<file path="src/rtl/core/c_subset_lexical_scanner_macros.svh">
// Assertion macros for the scanner's RTL; the token queue is the file that uses them.
`ifndef C_SUBSET_LEXICAL_SCANNER_MACROS_SVH
`define C_SUBSET_LEXICAL_SCANNER_MACROS_SVH
`ifndef SYNTHESIS
`define CSLS_ASSERT(lbl, cond, msg) \
  lbl: assert property (@(posedge clk) disable iff (rst) (cond)) else $error(msg);
`define CSLS_ASSERT_IMP(lbl, ante, cons, msg) \
  lbl: assert property (@(posedge clk) disable iff (rst) (ante) |-> (cons)) else $error(msg);
`define CSLS_ASSERT_NEXT(lbl, ante, cons, msg) \
  lbl: assert property (@(posedge clk) disable iff (rst) (ante) |=> (cons)) else $error(msg);
`else
`define CSLS_ASSERT(lbl, cond, msg)
`define CSLS_ASSERT_IMP(lbl, ante, cons, msg)
`define CSLS_ASSERT_NEXT(lbl, ante, cons, msg)
`endif
`endif

</file>
<file path="src/rtl/core/csls_pkg.sv">
// Types, constants and tables shared by the scanner modules.
`timescale 1ns / 1ps
package csls_pkg;

  localparam int MAX_LEXEME = 32;
  localparam int LEN_W      = 6;
  localparam int NUM_WORDS  = 17;
  localparam int Q_DEPTH    = 4;
  localparam int Q_PTR_W    = $clog2(Q_DEPTH);
  localparam int Q_CNT_W    = $clog2(Q_DEPTH + 1);

  localparam logic [4:0] WORD_NONE = 5'd17;
  localparam logic [4:0] WORD_FIRST_TYPE = 5'd13;
  localparam logic [17:0] HASH_MAX = 18'h3FFFF;
  localparam logic [15:0] POS_MAX = 16'hFFFF;

  localparam logic [3:0] KIND_REL     = 4'd0;
  localparam logic [3:0] KIND_ASSIGN  = 4'd1;
  localparam logic [3:0] KIND_ARITH   = 4'd2;
  localparam logic [3:0] KIND_LOGIC   = 4'd3;
  localparam logic [3:0] KIND_SPECIAL = 4'd4;
  localparam logic [3:0] KIND_NUM     = 4'd5;
  localparam logic [3:0] KIND_STRING  = 4'd6;
  localparam logic [3:0] KIND_IDENT   = 4'd7;
  localparam logic [3:0] KIND_KEYWORD = 4'd8;
  localparam logic [3:0] KIND_TYPE    = 4'd9;
  localparam logic [3:0] KIND_NEWLINE = 4'd10;
  localparam logic [3:0] KIND_END     = 4'd11;

  typedef enum logic [3:0] {
    MODE_IDLE, MODE_ADDSUB, MODE_MULMOD, MODE_SLASH, MODE_ANDOR, MODE_BANG,
    MODE_LTGT, MODE_EQ, MODE_NUM, MODE_IDENT, MODE_STR, MODE_LINE,
    MODE_BLOCK, MODE_BSTAR
  } mode_t;

  typedef struct packed {
    logic [3:0]       kind;
    logic [15:0]      start_row;
    logic [15:0]      start_col;
    logic [LEN_W-1:0] lexeme_length;
    logic [7:0]       first_char;
    logic [7:0]       second_char;
    logic [4:0]       word_index;
    logic [31:0]      number_value;
    logic [17:0]      name_hash;
    logic             too_long;
    logic             last_of_run;
  } tok_t;

  typedef struct packed {
    logic [1:0] cnt;
  } push_t;

  function automatic tok_t tok_blank();
    tok_t t;
    t = '0;
    t.word_index = WORD_NONE;
    return t;
  endfunction

  function automatic logic [LEN_W-1:0] word_len(input logic [4:0] w);
    case (w)
      5'd0: return 6'd4;   5'd1: return 6'd2;   5'd2: return 6'd6;
      5'd3: return 6'd5;   5'd4: return 6'd4;   5'd5: return 6'd3;
      5'd6: return 6'd5;   5'd7: return 6'd4;   5'd8: return 6'd2;
      5'd9: return 6'd6;   5'd10: return 6'd4;  5'd11: return 6'd5;
      5'd12: return 6'd6;  5'd13: return 6'd3;  5'd14: return 6'd5;
      5'd15: return 6'd6;  5'd16: return 6'd4;
      default: return 6'd0;
    endcase
  endfunction

  // Character of keyword w at position p, zero past its end.
  function automatic logic [7:0] word_char(input logic [4:0] w, input logic [LEN_W-1:0] p);
    logic [47:0] txt;
    case (w)
      5'd0:  txt = "sqrt";
      5'd1:  txt = "if";
      5'd2:  txt = "printf";
      5'd3:  txt = "scanf";
      5'd4:  txt = "else";
      5'd5:  txt = "for";
      5'd6:  txt = "while";
      5'd7:  txt = "void";
      5'd8:  txt = "do";
      5'd9:  txt = "switch";
      5'd10: txt = "case";
      5'd11: txt = "break";
      5'd12: txt = "return";
      5'd13: txt = "int";
      5'd14: txt = "float";
      5'd15: txt = "double";
      5'd16: txt = "char";
      default: txt = '0;
    endcase
    if (p >= word_len(w)) return 8'd0;
    return txt[8*(word_len(w) - p - 6'd1) +: 8];
  endfunction

  function automatic logic [8:0] prime_at(input logic [5:0] p);
    case (p)
      6'd0: return 9'd2;    6'd1: return 9'd3;    6'd2: return 9'd5;    6'd3: return 9'd7;
      6'd4: return 9'd11;   6'd5: return 9'd13;   6'd6: return 9'd17;   6'd7: return 9'd19;
      6'd8: return 9'd23;   6'd9: return 9'd29;   6'd10: return 9'd31;  6'd11: return 9'd37;
      6'd12: return 9'd41;  6'd13: return 9'd43;  6'd14: return 9'd47;  6'd15: return 9'd53;
      6'd16: return 9'd59;  6'd17: return 9'd61;  6'd18: return 9'd67;  6'd19: return 9'd71;
      6'd20: return 9'd73;  6'd21: return 9'd79;  6'd22: return 9'd83;  6'd23: return 9'd89;
      6'd24: return 9'd97;  6'd25: return 9'd101; 6'd26: return 9'd103; 6'd27: return 9'd107;
      6'd28: return 9'd109; 6'd29: return 9'd113; 6'd30: return 9'd127; 6'd31: return 9'd131;
      6'd32: return 9'd137; 6'd33: return 9'd139; 6'd34: return 9'd149; 6'd35: return 9'd151;
      6'd36: return 9'd157; 6'd37: return 9'd163; 6'd38: return 9'd167; 6'd39: return 9'd173;
      6'd40: return 9'd179; 6'd41: return 9'd181; 6'd42: return 9'd191; 6'd43: return 9'd193;
      6'd44: return 9'd197; 6'd45: return 9'd199; 6'd46: return 9'd211; 6'd47: return 9'd223;
      6'd48: return 9'd227; 6'd49: return 9'd229; 6'd50: return 9'd233; 6'd51: return 9'd239;
      6'd52: return 9'd241; 6'd53: return 9'd251; 6'd54: return 9'd257; 6'd55: return 9'd263;
      6'd56: return 9'd269; 6'd57: return 9'd271; 6'd58: return 9'd277; 6'd59: return 9'd281;
      6'd60: return 9'd283; 6'd61: return 9'd293; 6'd62: return 9'd307; 6'd63: return 9'd311;
      default: return 9'd0;
    endcase
  endfunction

  function automatic logic is_digit(input logic [7:0] c);
    return (c >= "0") && (c <= "9");
  endfunction

  function automatic logic is_alpha(input logic [7:0] c);
    return ((c >= "a") && (c <= "z")) || ((c >= "A") && (c <= "Z"));
  endfunction

endpackage

</file>
<file path="src/rtl/core/c_subset_lexical_scanner.sv">
// Top level of the C subset lexical scanner: configuration register and the three stages.
`timescale 1ns / 1ps
// The scanner takes one source byte per cycle while in_ready is high and emits tokens
// on the output channel, one word per cycle while out_ready is high. An input word is
// accepted whenever the token queue has room for two tokens, so with the output free a
// stream in which each byte gives at most one token runs at one byte per cycle; a byte
// that closes one token and opens another gives two tokens, which leave one word at a
// time. The scanner state is updated as each byte is accepted; with the queue empty and
// the output free, a token is written to the queue as the byte that completes it is
// accepted, then goes through the output register. tab_width is written through its own
// channel, which is always ready, and should be written only while the block is idle.
module c_subset_lexical_scanner (
  input  logic        clk,
  input  logic        rst,
  input  logic        cfg_valid,
  output logic        cfg_ready,
  input  logic [3:0]  tab_width,
  input  logic        in_valid,
  output logic        in_ready,
  input  logic [7:0]  ch,
  input  logic        end_of_input,
  output logic        out_valid,
  input  logic        out_ready,
  output logic [3:0]  kind,
  output logic [15:0] start_row,
  output logic [15:0] start_col,
  output logic [5:0]  lexeme_length,
  output logic [7:0]  first_char,
  output logic [7:0]  second_char,
  output logic [4:0]  word_index,
  output logic [31:0] number_value,
  output logic [17:0] name_hash,
  output logic        too_long,
  output logic        last_of_run
);
  import csls_pkg::*;

  logic [3:0] tab_w;
  logic take, room, nonempty, pop;
  push_t push;
  tok_t slot0, slot1, head, out_tok;

  assign cfg_ready = 1'b1;
  assign in_ready = room;
  assign take = in_valid && room;

  always_ff @(posedge clk) begin
    if (rst) tab_w <= 4'd4;
    else if (cfg_valid) tab_w <= tab_width;
  end

  csls_front u_front (
    .clk, .rst, .take, .ch, .end_of_input, .tab_w, .push, .slot0, .slot1
  );

  csls_queue u_queue (
    .clk, .rst, .push, .slot0, .slot1, .pop, .room, .nonempty, .head
  );

  csls_back u_back (
    .clk, .rst, .nonempty, .head, .pop, .out_valid, .out_ready, .out_tok
  );

  assign kind          = out_tok.kind;
  assign start_row     = out_tok.start_row;
  assign start_col     = out_tok.start_col;
  assign lexeme_length = out_tok.lexeme_length;
  assign first_char    = out_tok.first_char;
  assign second_char   = out_tok.second_char;
  assign word_index    = out_tok.word_index;
  assign number_value  = out_tok.number_value;
  assign name_hash     = out_tok.name_hash;
  assign too_long      = out_tok.too_long;
  assign last_of_run   = out_tok.last_of_run;

endmodule

</file>
<file path="src/rtl/core/csls_front.sv">
// Front end: scanner state machine, turns one byte per cycle, when take is high, into up to two tokens.
`timescale 1ns / 1ps
module csls_front (
  input  logic                 clk,
  input  logic                 rst,
  input  logic                 take,
  input  logic [7:0]           ch,
  input  logic                 end_of_input,
  input  logic [3:0]           tab_w,
  output csls_pkg::push_t      push,
  output csls_pkg::tok_t       slot0,
  output csls_pkg::tok_t       slot1
);
  import csls_pkg::*;

  mode_t            mode, mode_next;
  logic [15:0]      cur_row, cur_row_next, cur_col, cur_col_next;
  logic [15:0]      tok_row, tok_row_next, tok_col, tok_col_next;
  logic [LEN_W-1:0] tok_len, tok_len_next;
  logic [7:0]       held_char, held_char_next;
  logic [31:0]      num_acc, num_acc_next;
  logic [17:0]      hash_acc, hash_acc_next;
  logic [NUM_WORDS-1:0] word_alive, word_alive_next;
  logic             overflow_flag, overflow_flag_next;

  logic flush_v;
  tok_t flush_tok;
  logic [4:0] found;

  // Token left pending by the current state, as it would be flushed.
  always_comb begin
    flush_v = 1'b1;
    flush_tok = tok_blank();
    flush_tok.start_row = tok_row;
    flush_tok.start_col = tok_col;
    flush_tok.lexeme_length = 6'd1;
    flush_tok.first_char = held_char;
    found = WORD_NONE;
    for (int w = NUM_WORDS - 1; w >= 0; w--) begin
      if (word_alive[w] && (word_len(5'(w)) == tok_len)) found = 5'(w);
    end
    if (overflow_flag) found = WORD_NONE;
    case (mode)
      MODE_ADDSUB, MODE_MULMOD, MODE_SLASH: flush_tok.kind = KIND_ARITH;
      MODE_ANDOR, MODE_BANG: flush_tok.kind = KIND_LOGIC;
      MODE_LTGT: flush_tok.kind = KIND_REL;
      MODE_EQ: flush_tok.kind = KIND_ASSIGN;
      MODE_NUM: begin
        flush_tok.kind = KIND_NUM;
        flush_tok.lexeme_length = tok_len;
        flush_tok.number_value = num_acc;
        flush_tok.too_long = overflow_flag;
      end
      MODE_IDENT: begin
        flush_tok.lexeme_length = tok_len;
        flush_tok.too_long = overflow_flag;
        if (found == WORD_NONE) begin
          flush_tok.kind = KIND_IDENT;
          flush_tok.name_hash = hash_acc;
        end else begin
          flush_tok.kind = (found < WORD_FIRST_TYPE) ? KIND_KEYWORD : KIND_TYPE;
          flush_tok.word_index = found;
        end
      end
      MODE_STR: begin
        flush_tok.kind = KIND_STRING;
        flush_tok.lexeme_length = tok_len;
        flush_tok.first_char = 8'h22;
        flush_tok.too_long = overflow_flag;
      end
      default: flush_v = 1'b0;
    endcase
  end

  logic a_v, b_v, do_flush, do_start, op_v, str_grow, cont_d, cont_i;
  logic add_d, add_i;
  logic [3:0] op_kind;
  tok_t a_tok, b_tok;
  logic [LEN_W-1:0] base_len;
  logic [31:0] base_num;
  logic [17:0] base_hash;
  logic [NUM_WORDS-1:0] base_alive, match;
  logic [35:0] num_wide;
  logic [18:0] hash_wide;
  logic [16:0] col_sum;

  always_comb begin
    mode_next = mode;
    cur_row_next = cur_row;
    cur_col_next = cur_col;
    tok_row_next = tok_row;
    tok_col_next = tok_col;
    tok_len_next = tok_len;
    held_char_next = held_char;
    num_acc_next = num_acc;
    hash_acc_next = hash_acc;
    word_alive_next = word_alive;
    overflow_flag_next = overflow_flag;
    a_v = 1'b0; b_v = 1'b0;
    a_tok = tok_blank(); b_tok = tok_blank();
    do_flush = 1'b0; do_start = 1'b0; op_v = 1'b0; op_kind = KIND_ARITH;
    str_grow = 1'b0; cont_d = 1'b0; cont_i = 1'b0;
    base_len = '0; base_num = '0; base_hash = '0; base_alive = '1;
    match = '0; num_wide = '0; hash_wide = '0; col_sum = '0;
    add_d = 1'b0; add_i = 1'b0;

    if (end_of_input) begin
      do_flush = 1'b1;
    end else begin
      case (mode)
        MODE_IDLE: do_start = 1'b1;
        MODE_ADDSUB: begin
          if (ch == held_char || ch == "=") op_v = 1'b1;
          else begin do_flush = 1'b1; do_start = 1'b1; end
        end
        MODE_MULMOD: begin
          if (ch == "=") op_v = 1'b1;
          else begin do_flush = 1'b1; do_start = 1'b1; end
        end
        MODE_SLASH: begin
          if (ch == "/") mode_next = MODE_LINE;
          else if (ch == "*") mode_next = MODE_BLOCK;
          else if (ch == "=") op_v = 1'b1;
          else begin do_flush = 1'b1; do_start = 1'b1; end
        end
        MODE_ANDOR: begin
          op_kind = KIND_LOGIC;
          if (ch == held_char) op_v = 1'b1;
          else begin do_flush = 1'b1; do_start = 1'b1; end
        end
        MODE_BANG, MODE_LTGT, MODE_EQ: begin
          op_kind = KIND_REL;
          if (ch == "=") op_v = 1'b1;
          else begin do_flush = 1'b1; do_start = 1'b1; end
        end
        MODE_NUM: begin
          if (is_digit(ch)) cont_d = 1'b1;
          else begin do_flush = 1'b1; do_start = 1'b1; end
        end
        MODE_IDENT: begin
          if (is_digit(ch) || is_alpha(ch) || ch == "_") cont_i = 1'b1;
          else begin do_flush = 1'b1; do_start = 1'b1; end
        end
        MODE_STR: begin
          if (ch == 8'h22) do_flush = 1'b1;
          else str_grow = 1'b1;
        end
        MODE_LINE: if (ch == 8'h0A) mode_next = MODE_IDLE;
        MODE_BLOCK: if (ch == "*") mode_next = MODE_BSTAR;
        MODE_BSTAR: begin
          if (ch == "/") mode_next = MODE_IDLE;
          else if (ch != "*") mode_next = MODE_BLOCK;
        end
        default: do_start = 1'b1;
      endcase
    end

    if (op_v) begin
      a_v = 1'b1;
      a_tok = tok_blank();
      a_tok.kind = op_kind;
      a_tok.start_row = tok_row;
      a_tok.start_col = tok_col;
      a_tok.lexeme_length = 6'd2;
      a_tok.first_char = held_char;
      a_tok.second_char = ch;
      mode_next = MODE_IDLE;
    end
    if (do_flush) begin
      a_v = flush_v;
      a_tok = flush_tok;
      mode_next = MODE_IDLE;
    end
    if (str_grow) begin
      if (tok_len < 6'(MAX_LEXEME)) tok_len_next = tok_len + 6'd1;
      else overflow_flag_next = 1'b1;
    end

    if (do_start) begin
      tok_row_next = cur_row;
      tok_col_next = cur_col;
      held_char_next = ch;
      tok_len_next = '0;
      num_acc_next = '0;
      hash_acc_next = '0;
      word_alive_next = '1;
      overflow_flag_next = 1'b0;
      mode_next = MODE_IDLE;
      b_tok.start_row = cur_row;
      b_tok.start_col = cur_col;
      b_tok.lexeme_length = 6'd1;
      b_tok.first_char = ch;
      case (ch)
        8'h0A: begin b_v = 1'b1; b_tok.kind = KIND_NEWLINE; end
        "/": mode_next = MODE_SLASH;
        "#": mode_next = MODE_LINE;
        8'h22: mode_next = MODE_STR;
        ";", ",", ":", "(", ")", "{", "}", "[", "]": begin
          b_v = 1'b1;
          b_tok.kind = KIND_SPECIAL;
        end
        "+", "-": mode_next = MODE_ADDSUB;
        "*", "%": mode_next = MODE_MULMOD;
        "&", "|": mode_next = MODE_ANDOR;
        "!": mode_next = MODE_BANG;
        "<", ">": mode_next = MODE_LTGT;
        "=": mode_next = MODE_EQ;
        default: begin
          if (is_digit(ch)) begin
            mode_next = MODE_NUM;
            add_d = 1'b1;
          end else if (is_alpha(ch) || ch == "_") begin
            mode_next = MODE_IDENT;
            add_i = 1'b1;
          end
        end
      endcase
    end

    // A new lexeme grows from cleared accumulators, a running one from the registers.
    if (!do_start) begin
      base_len = tok_len;
      base_num = num_acc;
      base_hash = hash_acc;
      base_alive = word_alive;
    end
    if (add_d || cont_d) begin
      num_wide = {1'b0, base_num, 3'b000} + {3'b000, base_num, 1'b0} + {28'd0, ch - "0"};
      if (base_len < 6'(MAX_LEXEME)) tok_len_next = base_len + 6'd1;
      else overflow_flag_next = 1'b1;
      if (num_wide[35:32] != 4'd0) begin
        num_acc_next = '1;
        overflow_flag_next = 1'b1;
      end else begin
        num_acc_next = num_wide[31:0];
      end
    end
    if (add_i || cont_i) begin
      for (int w = 0; w < NUM_WORDS; w++) begin
        match[w] = (word_char(5'(w), base_len) == ch);
      end
      hash_wide = {1'b0, base_hash} + (19'(ch) * 19'(prime_at(base_len)));
      if (base_len >= 6'(MAX_LEXEME)) begin
        overflow_flag_next = 1'b1;
        word_alive_next = '0;
      end else begin
        tok_len_next = base_len + 6'd1;
        word_alive_next = base_alive & match;
        hash_acc_next = hash_wide[18] ? HASH_MAX : hash_wide[17:0];
      end
    end

    if (end_of_input) begin
      b_v = 1'b1;
      b_tok = tok_blank();
      b_tok.kind = KIND_END;
      b_tok.start_row = cur_row;
      b_tok.start_col = cur_col;
      b_tok.lexeme_length = '0;
      mode_next = MODE_IDLE;
      cur_row_next = 16'd1; cur_col_next = 16'd1;
      tok_row_next = 16'd1; tok_col_next = 16'd1;
      tok_len_next = '0; held_char_next = '0; num_acc_next = '0;
      hash_acc_next = '0; word_alive_next = '1; overflow_flag_next = 1'b0;
    end else if (ch == 8'h0A) begin
      if (cur_row != POS_MAX) cur_row_next = cur_row + 16'd1;
      cur_col_next = 16'd1;
    end else begin
      col_sum = {1'b0, cur_col} + ((ch == 8'h09) ? {13'd0, tab_w} : 17'd1);
      cur_col_next = col_sum[16] ? POS_MAX : col_sum[15:0];
    end
  end

  always_comb begin
    push.cnt = '0;
    slot0 = b_tok;
    slot1 = b_tok;
    slot0.last_of_run = 1'b1;
    slot1.last_of_run = 1'b1;
    if (a_v) begin
      slot0 = a_tok;
      slot0.last_of_run = !b_v;
    end
    if (take) push.cnt = 2'({1'b0, a_v} + {1'b0, b_v});
  end

  always_ff @(posedge clk) begin
    if (rst) begin
      mode <= MODE_IDLE;
      cur_row <= 16'd1; cur_col <= 16'd1;
      tok_row <= 16'd1; tok_col <= 16'd1;
      tok_len <= '0; held_char <= '0; num_acc <= '0; hash_acc <= '0;
      word_alive <= '1; overflow_flag <= 1'b0;
    end else if (take) begin
      mode <= mode_next;
      cur_row <= cur_row_next; cur_col <= cur_col_next;
      tok_row <= tok_row_next; tok_col <= tok_col_next;
      tok_len <= tok_len_next; held_char <= held_char_next;
      num_acc <= num_acc_next; hash_acc <= hash_acc_next;
      word_alive <= word_alive_next; overflow_flag <= overflow_flag_next;
    end
  end

endmodule

</file>
<file path="src/rtl/core/csls_queue.sv">
// Token queue between scanner and output stage: up to two writes and one read per cycle.
`timescale 1ns / 1ps
`include "c_subset_lexical_scanner_macros.svh"
module csls_queue (
  input  logic             clk,
  input  logic             rst,
  input  csls_pkg::push_t  push,
  input  csls_pkg::tok_t   slot0,
  input  csls_pkg::tok_t   slot1,
  input  logic             pop,
  output logic             room,
  output logic             nonempty,
  output csls_pkg::tok_t   head
);
  import csls_pkg::*;

  tok_t entry [Q_DEPTH];
  logic [Q_PTR_W-1:0] wr_ptr, rd_ptr;
  logic [Q_CNT_W-1:0] count;
  logic [Q_PTR_W-1:0] wr_ptr_1;

  assign wr_ptr_1 = wr_ptr + Q_PTR_W'(1);
  assign room = (count <= Q_CNT_W'(Q_DEPTH - 2));
  assign nonempty = (count != '0);
  assign head = entry[rd_ptr];

  always_ff @(posedge clk) begin
    if (push.cnt != 2'd0) entry[wr_ptr] <= slot0;
    if (push.cnt == 2'd2) entry[wr_ptr_1] <= slot1;
  end

  always_ff @(posedge clk) begin
    if (rst) begin
      wr_ptr <= '0;
      rd_ptr <= '0;
      count <= '0;
    end else begin
      wr_ptr <= wr_ptr + Q_PTR_W'(push.cnt);
      if (pop) rd_ptr <= rd_ptr + Q_PTR_W'(1);
      count <= count + Q_CNT_W'(push.cnt) - Q_CNT_W'(pop);
    end
  end

  `CSLS_ASSERT(a_count_bound, count <= Q_CNT_W'(Q_DEPTH), "token queue count beyond depth")
  `CSLS_ASSERT_IMP(a_no_overrun, push.cnt != 2'd0, count <= Q_CNT_W'(Q_DEPTH - 2), "token queue overrun")
  `CSLS_ASSERT_IMP(a_no_underrun, pop, count != '0, "token queue read while empty")
  `CSLS_ASSERT_NEXT(a_idle_hold, push.cnt == 2'd0 && !pop, $stable(count), "queue count moved while idle")

endmodule

</file>
<file path="src/rtl/core/csls_back.sv">
// Back end: output register that takes tokens from the queue one word at a time.
`timescale 1ns / 1ps
module csls_back (
  input  logic            clk,
  input  logic            rst,
  input  logic            nonempty,
  input  csls_pkg::tok_t  head,
  output logic            pop,
  output logic            out_valid,
  input  logic            out_ready,
  output csls_pkg::tok_t  out_tok
);
  import csls_pkg::*;

  assign pop = nonempty && (!out_valid || out_ready);

  always_ff @(posedge clk) begin
    if (rst) begin
      out_valid <= 1'b0;
    end else if (pop) begin
      out_valid <= 1'b1;
    end else if (out_ready) begin
      out_valid <= 1'b0;
    end
  end

  always_ff @(posedge clk) begin
    if (pop) out_tok <= head;
  end

endmodule

</file>
<file path="config.mk">
export PLATFORM = sky130hd
export DESIGN_NAME = c_subset_lexical_scanner
export DESIGN_NICKNAME = d
export VERILOG_FILES = /design/src/rtl/core/csls_pkg.sv /design/src/rtl/core/c_subset_lexical_scanner.sv /design/src/rtl/core/csls_front.sv /design/src/rtl/core/csls_queue.sv /design/src/rtl/core/csls_back.sv
export VERILOG_INCLUDE_DIRS = /design/src /design/src/rtl/core
export SDC_FILE = /design/constraint.sdc
export NUM_CORES = 2
export LEC_CHECK = 0
export BUFFER_PORTS_ARGS = -buffer_cell sky130_fd_sc_hd__buf_4
export CAP_MARGIN = 40
export CORE_ASPECT_RATIO = 2
export CORE_MARGIN = 10
export CORE_UTILIZATION = 40
export DETAILED_ROUTE_END_ITERATION = 12
export PLACE_DENSITY = 0.59
export SLEW_MARGIN = 20
export SYNTH_ARGS = -nofsm -noshare
export SYNTH_HDL_FRONTEND = slang
export SYNTH_HIERARCHICAL = 1
export SYNTH_SLANG_ARGS = --single-unit
</file>
<file path="constraint.sdc">
create_clock -name clk -period 17 [get_ports clk]
set_input_delay 2.55 -clock clk [delete_from_list [all_inputs] [get_ports clk]]
set_output_delay 2.55 -clock clk [all_outputs]
set_load 0.005 [all_outputs]
</file>
==> impl_metrics.yaml <==
status:
  status: "finished, final reports clean"
drt:
  wire_per_inst_um: 26.4
  dr.pass1.iters: 6
  vias: 30962
  ant_nets: 0
  routed_wl_mm: 139
  drc: 0
  drt_iter0_markers: 2370
  via_per_inst: 5.90
setup_path:
  crit_path_top_delay_cell: "nor2_1"
  cp.required_ns: 17.59
  reg2regPathDepth: 34
  worstPathArrival_ns: 12.92
  cp_top_family: "simple AND/OR/NAND/NOR gates"
  cp.buffers_inverters: 8
  cp_num_cells: 36
  r2r-start: "u_front/mode[1]$_SDFFE_PP0P_"
  max_stage_delay_ns: 0.70
  critPathLaunchType: "input port"
  r2r-end: "u_front/hash_acc[4]$_SDFFE_PP0P_"
  cpMostUsedCell: "inv_1"
  path_max_fanout: 33
  r2r_setup_slack_ns: 6.58
  startpoint: "ch[1]"
  end_kind: "register"
  worst-setup-path-type: "in -> reg"
logic_synthesis:
  syn_avg_cell_area_um2: 11.8
  synth_edf_count: 575
  synth_cells: 3740
  ys.flop_type: "edfxtp_1"
  ys_ff_latch: 739
  syn-cell-area_um2: 44100
  synth-async-reset-ratio_pct: 0
  ys_seq_area_share_pct: 46.6
  ys_types: 105
  yosysWarnings: 6
floorplanning:
  num_rows: 172
  core_area_um2: 110000
  die-width_um: 255
  die_h_um: 489
  initial_core_util_pct: 40.2
  dieArea_um2: 125000
  ios: 136
clocking:
  cts_tree: "built"
  cts_resized: 0
  cts_root_buf: "clkbuf_16"
  cts.htree.levels: 3
  clock-sinks: 739
  clk_latency_ns: 0.70
  clock_path_buffers: 3
  ctsHoldBuffers: 0
  cts_setup_buffers: 0
  clkSlewWorstSetupHoldPaths_ns: 0.07
  numCtsBuffers: 72
place:
  dp.cells: 5104
  portBuffers: 134
  gp_congestion: 1.03
  dp_hpwl_mm: 94.2
  place_area_um2: 46600
final_layout:
  nets: 4014
  drive_gt1_share_pct: 24.8
  regArea_um2: 20600
  stdcell_count: 5245
  final_common_cell: "edfxtp_1"
  multi_input_comb_area_um2: 21700
  mostFrequentLayoutCells: "edfxtp_1 (575), mux2_2 (445), nand2_1 (231)"
  fill_cells: 10096
  stdcell_area_um2: 49100
  area_growth_pct: 11.3
sta:
  slew_headroom_pct: 37.8
  hold_viol: 0
  rsz0062_at_grt: "false"
  tightestPinTransition_ns: 0.927
  final.period_utilization_pct: 72.5
  tns_ns: 0
  finalSetupViolCount: 0
  slew_violations: 0
  fmax_mhz: 81.1
  period_needed_ns: 12.33
  skew_ns: 0.0463
power_and_ir_drop:
  total_power_mw: 5.03
  p_leak_nw: 19.1
  vdd_drop_max_mv: 0.110
  power_density_nw_per_um2: 103
worst_hold_path:
  hold_class: "reg -> reg"
  min_to: "u_front/num_acc[17]$_SDFFE_PP0P_"
  hold_depth: 2
  worstHoldStart: "u_front/num_acc[17]$_SDFFE_PP0P_"
job:
  maxCapViolCount: 0
global_routing:
  grt_pass1_wl_mm: 206
  grt_overflow: 0
  antenna_found_initial: 5
  grt_max_degree: 116
  grt_pass1_vias: 32530
  grt_util_all_layers_pct: 22.1
-- tightest hold or removal path, cell delays in order (launching register included) --
cell	delay, ns
dfxtp_1	0.31
nand2_1	0.05
nand2_1	0.04
-- cell type report --
| class | count | share of cell area (%) |
|---|---|---|
| Multi-Input combinational cell | 2591 | 44.2 |
| Sequential cell | 739 | 41.9 |
| Timing Repair Buffer | 227 | 4.23 |
| Clock buffer | 97 | 4.07 |
| Tap cell | 1392 | 3.55 |
| Inverter | 161 | 1.23 |
| Clock inverter | 37 | 0.841 |
| Antenna cell | 1 | 0.00510 |
-- power by group --
part | internal (mW) | switching, mW | total (mW) | leakage [nW]
Combinational | 0.467 | 0.602 | 1.07 | 10.9
Clock | 0.915 | 0.736 | 1.65 | 1.18
Sequential | 2.23 | 0.0886 | 2.31 | 7.06
Total | 3.61 | 1.43 | 5.03 | 19.1
-- cell families (layout without fill, tap and decap cells) --
kind of cell	after synthesis	in the layout	synth area share (%)
other	3	72	0.0255
multiplexers	630	630	19.1
AO/OA/AOI/OAI	656	656	9.71
XOR/XNOR	85	85	1.79
buffers and inverters	478	522	5.10
flip-flops	739	739	46.6
AND/OR/NAND/NOR	945	945	10.8
adder cells (fa/ha/maj)	204	204	6.90
-- synth_stat cells (27+ instances only) --
cell	instances	area, um^2
nand2_1	232	871
a21o_1	32	240
a211oi_1	27	203
a31oi_1	29	181
nor2_1	206	773
dfxtp_1	164	3280
mux2_2	445	5010
buf_4	89	668
nand3_1	57	285
o21ai_0	146	731
ha_1	139	1740
inv_1	151	567
nor3_1	77	385
clkbuf_1	142	533
buf_2	65	325
and2_1	151	945
a21oi_1	167	836
edfxtp_1	575	17300
fa_1	65	1300
nand2b_1	37	231
a22oi_1	35	263
xnor2_1	61	534
mux2_1	51	574
mux4_2	118	2660
and3_1	62	388
-- registers in the layout, indices dropped and copies added (netlist names), 3 cells and up, named ones only --
register,cells
u_back/out_tok,115
u_front/tok_len,6
u_front/cur_row,16
u_queue/entry,460
u_front/tok_col,16
u_front/mode,4
u_front/word_alive,17
tab_w,4
u_front/hash_acc,18
u_front/cur_col,16
u_front/held_char,8
u_front/tok_row,16
u_queue/count,3
u_front/num_acc,32
-- through the flow --
step,hold WS (ns),worst slack (ns),utilization (%)
after floorplan,0.421,1.16,-
after CTS,0.453,4.91,44.6
after global placement,0.435,4.24,42.0
after global routing,0.472,4.26,44.7
final,0.451,4.67,44.7
after detailed placement,0.443,4.16,42.4
-- how the worst max path moves through the flow --
stage | endpoint | slack, ns
global route | u_front/hash_acc[4]$_SDFFE_PP0P_ | 4.26
global placement | u_front/hash_acc[14]$_SDFFE_PP0P_ | 4.24
detailed placement | u_front/hash_acc[4]$_SDFFE_PP0P_ | 4.16
CTS | u_front/hash_acc[4]$_SDFFE_PP0P_ | 4.91
floorplan | u_queue/entry[0][0]$_DFFE_PP_ | 1.16
finish | u_front/hash_acc[4]$_SDFFE_PP0P_ | 4.67
-- per-layer routing --
metal  vias up  track usage, %  part of all wire (%)
li1      13929               -                     -
met1     15550            23.1                    36
met2      1086            40.5                    52
met3       389            3.36                   4.9
met4         8            13.9                   6.6
met5         -               0                 0.039
Note: power is estimated with default switching activity, not from simulation.
